## src/rtl/ssgt_pkg.sv

```systemverilog
package ssgt_pkg;

  // Item kinds carried by each input beat
  typedef enum logic [1:0] {
    KIND_DATA   = 2'd0,
    KIND_DIRECT = 2'd1,
    KIND_HEAD   = 2'd2,
    KIND_OTHER  = 2'd3
  } kind_e;

  // Configuration register map
  localparam int unsigned CFG_ADDR_W          = 3;
  localparam int unsigned CFG_DATA_W          = 32;
  localparam logic        REG_START_AT_LATEST = 1'b0;

  localparam int unsigned SEQ_W = 64;

  typedef struct packed {
    kind_e             kind;
    logic [7:0]        stream_id;
    logic [SEQ_W-1:0]  sequence_req;
  } in_beat_t;

  typedef struct packed {
    logic              deliver;
    logic              fetch;
    logic [SEQ_W-1:0]  fetch_start;
    logic [SEQ_W-1:0]  fetch_count;
  } out_beat_t;

  // One table word: stream known flag and last sequence
  typedef struct packed {
    logic              valid;
    logic [SEQ_W-1:0]  last;
  } entry_t;

  // Decision for one item: table update and result beat
  typedef struct packed {
    logic      wr_en;
    entry_t    wr_entry;
    out_beat_t res;
  } decision_t;

endpackage

```

## src/rtl/ssgt_decide.sv

```systemverilog
module ssgt_decide
  import ssgt_pkg::*;
(
  input  in_beat_t  beat_i,
  input  logic      in_range_i,
  input  entry_t    entry_i,
  input  logic      start_at_latest_i,
  output decision_t dec_o
);

  logic             is_data;
  logic             is_head;
  logic             active;
  logic             init;
  logic             known;
  logic             deliver;
  logic             fetch;
  logic [SEQ_W-1:0] seq;
  logic [SEQ_W-1:0] last;
  logic [SEQ_W-1:0] last_p1;

  assign seq = beat_i.sequence_req;

  always_comb begin
    is_data = (beat_i.kind == KIND_DATA) || (beat_i.kind == KIND_DIRECT);
    is_head = (beat_i.kind == KIND_HEAD);
    active  = (is_data || is_head) && in_range_i;

    // Unknown stream in latest mode takes the item as its start point
    init = !entry_i.valid && start_at_latest_i;
    if (entry_i.valid) begin
      last = entry_i.last;
    end else if (init) begin
      last = is_data ? (seq - 1'b1) : seq;
    end else begin
      last = '1;
    end
    known   = entry_i.valid || init;
    last_p1 = last + 1'b1;

    // Gap check against the next expected sequence
    if (is_data) begin
      fetch = active && (!known || (seq > last_p1));
    end else begin
      fetch = active && (!known || (seq > last));
    end
    deliver = active && is_data && (seq == last_p1);

    dec_o.wr_en           = active && (init || deliver);
    dec_o.wr_entry.valid  = 1'b1;
    dec_o.wr_entry.last   = deliver ? seq : last;
    dec_o.res.deliver     = deliver;
    dec_o.res.fetch       = fetch;
    dec_o.res.fetch_start = fetch ? last_p1 : '0;
    dec_o.res.fetch_count = fetch ? (seq - last) : '0;
  end

endmodule

```

## config.mk

```make
export PLATFORM = sky130hd
export DESIGN_NAME = ssgt_decide
export DESIGN_NICKNAME = d
export VERILOG_FILES = /design/src/rtl/ssgt_pkg.sv /design/src/rtl/ssgt_decide.sv
export SDC_FILE = /design/constraint.sdc
export NUM_CORES = 1
export LEC_CHECK = 0
export CORE_MARGIN = 5
export CORE_UTILIZATION = 30
export DETAILED_ROUTE_END_ITERATION = 8
export DONT_BUFFER_PORTS = 1
export PLACE_DENSITY_LB_ADDON = 0.15
export REMOVE_ABC_BUFFERS = 1
export SLEW_MARGIN = 20
export SYNTH_ARGS = -nofsm -noshare
export SYNTH_HDL_FRONTEND = slang
export SYNTH_SLANG_ARGS = --single-unit
export TNS_END_PERCENT = 10
```

## constraint.sdc

```tcl
create_clock -name vclk -period 5.5
set_input_delay 0 -clock vclk [all_inputs]
set_output_delay 0 -clock vclk [all_outputs]
set_load 0.01 [all_outputs]
```

==> results by group <==
Outcome
  – Outcome: complete, but fails checks
  – Violated checks: setup timing

Cells and area
  – Commonest cells after routing, fill and taps aside: buf_4, nand2_1, ha_1
  – Most common cell after layout, fill and taps aside: buf_4
  – Final Non-Filler Cells: ~2300
  – Area Growth Syn to Fin: 34.70%
  – Nets: around 2100
  – Register area: 0 um^2
  – Number of fill cells: 3737
  – Final Cell Area: ~14000 um^2
  – Clock buffer count: 0
  – # diodes: 0
  – Num sequential: 0
  – Share of layout cells above drive strength 1: 0.2801

Setup path
  – Delay of the slowest critical-path stage: 0.57 ns
  – WP data required: 5.50 ns
  – Critical path class: in2out
  – Arrival @ worst endpoint: 5.57 ns
  – Crit path max-delay cell type: or4_4
  – CP cell instances: or4_4 > or4_4 > buf_12 > o41ai_4 > o41ai_2 > a2111oi_2 > nand4_2 > nor4_4 > buf_4 > clkbuf_16 > nand4b_1 > xnor2_2 > ha_1 > nand4_1 > nor3_2 > buf_4 > nand2_4 > or2_4 > a21oi_2 > nor4_2 > o22a_4 > buf_12 > clkbuf_16 > nor2_1
  – Max FO, Critical Path: 14
  – Crit start category: primary input
  – Endpoint type of the worst setup path: output pin

Power and ir drop
  – Static leakage: 5.586 nW
  – Max rail drop VDD: 0.00005121 V
  – Pwr Density: 107.3 nW/um^2

Route
  – Post-Route WL: 54210 um
  – Final ANT Viol Nets: 0
  – Total number of vias: about 13000
  – Drt first pass iters: 6
  – DR iter-0 viols: 931
  – Routed len/inst: 23.86 um
  – # DRC: 0
  – Via density: 5.891

Floorplanning
  – Initial Util: 0.3028
  – Core box area: between 30000 and 40000 um^2
  – Die X-Extent: a little under 200 um
  – Ports: 337
  – Die area: 38610 um^2
  – Die height: 196.5 um
  – # rows: 68

Timing
  – Final min period: around 5.6 ns
  – Worst slew pin tran: about 0.8 ns
  – Hold Vio Cnt, Final: 0
  – Setup slack after layout: -0.06886 ns
  – Final hold slack: 0.1010 ns
  – Fin. max-slew vios: 0
  – Sum of negative setup slack: -2.057 ns
  – Max Freq: 0.1796 GHz
  – RSZ-0062 raised after global routing: yes
  – Tcrit/Tclk final: 1.013
  – Final setup viols: 65
  – Slew margin rel.: 0.4588

Synth
  – Syn_area_per_cell: approximately 6.4 um^2
  – Cells after Synth: 1642
  – Top-area cell type share of the netlist area: 0.1571
  – Register area share after synthesis: 0
  – YS warnings: 0
  – Synthesized cell area: 10440 um^2
  – Synth top area cells: ha_1, nor2_1, xnor2_1, nand2_1, o21ai_0
  – Top cell type by total area after synthesis: ha_1
  – Synth unique cells: 87

Global routing
  – Remaining global-route overflow: 0
  – Total routing usage reported by global routing: 0.2513
  – Vias in the first global route: 12660
  – Pin count of the biggest net entering global routing: between 60 and 70
  – Number of antenna violations at the first check in global routing: 5
  – First-pass GRT wire length: approximately 78000 um

Placement
  – Placer Congestion: 1.022
  – Port bufs: 0
  – Placed Area: 12530 um^2
  – Placed insts: 2234
  – DP Wirelength: ~44000 um

Run
  – Max Cap Violations: 0

Worst hold path
  – Hold Crit Class: in2out

Clock tree
  – Hold Buf Count CTS: 0
## critical path: cells and delay by family
| family | cells | cell delay, ns |
|---|---|---|
| and+or+nand+nor | 11 | 2.78 |
| buffers and inverters | 6 | 1.05 |
| adders and majority gates | 1 | 0.30 |
| AOI/OAI and AO/OA | 5 | 1.21 |
| xor gates and xnor gates | 1 | 0.19 |
## final timing paths
| path | cells past startpoint | slack (ns) | end | start |
|---|---|---|---|---|
| setup / recovery | 24 | -0.07 | dec_o[96] | beat_i[15] |
| hold / removal | 2 | 0.10 | dec_o[150] | beat_i[20] |
## cells in the mapped netlist (9+ instances only)
cell type / count
ha_1: 131
a21oi_1: 109
o22ai_1: 11
o211ai_1: 17
nor2_1: 221
nand3_1: 57
or3_1: 29
a211oi_1: 12
clkbuf_1: 73
o31a_1: 11
nand4b_1: 9
o21a_1: 17
inv_1: 47
nor4_1: 41
o21ai_0: 130
xor2_1: 57
or4_1: 20
a2bb2oi_1: 10
nor3_1: 34
nor2b_1: 10
o31ai_1: 14
a211o_1: 9
o32ai_1: 12
nand2_1: 179
nand2b_1: 15
or2_2: 15
nand4_1: 56
a21o_1: 32
o21bai_1: 17
xnor2_1: 84
a31oi_1: 14
## cell families after synthesis
logic type | Yosys count | share of synthesized area
AND/OR/NAND/NOR | 747 | 0.3650
AO/OA/AOI/OAI | 478 | 0.2999
XOR/XNOR | 141 | 0.1183
buffers and inverters | 139 | 0.05360
adder cells (fa/ha/maj) | 132 | 0.1590
multiplexers | 4 | 0.003837
other | 1 | 0.0003594
## where the power goes
group | total (mW) | switching [mW] | internal (mW) | leakage [nW]
Combinational | 1.51 | 0.905 | 0.603 | 5.59
Clock | 0 | 0 | 0 | 0
Sequential | 0 | 0 | 0 | 0
Total | 1.51 | 0.905 | 0.603 | 5.59
## what timing repair did
action	CTS	global route
pin swaps	7	44
setup endpoints to repair	187	193
cloned	0	11
gates resized for setup	69	218
buffers inserted	4	23
## cell type report
cell class,count,area (um^2),share of cell area
multi-input combinational,1503,10830,0.7708
inverter,47,176.4,0.01255
timing repair buffer,267,2476,0.1762
tap,455,569.3,0.04050
## metal layers
metal  wire, um  vias to the layer above  part of all wire  global-route usage
met5         69                        -            0.0013                   0
met2      25370                      461              0.47              0.4260
met1      23590                     6351              0.44              0.3355
met3       3699                       59             0.068             0.04205
met4       1477                       10             0.027             0.05586
li1           -                     6504                 -                   -
## metrics by stage
stage	utilization	setup WS [ns]	power, mW
after floorplan	-	-5.739	0.8856
after global placement	0.3635	-0.3352	1.325
after detailed placement	0.3635	-0.2999	1.328
after CTS	0.3715	0.001355	1.375
after global routing	0.4079	-0.2649	1.639
final	0.4079	-0.06886	1.508
No activity file was read; power rests on OpenSTA's default activity.
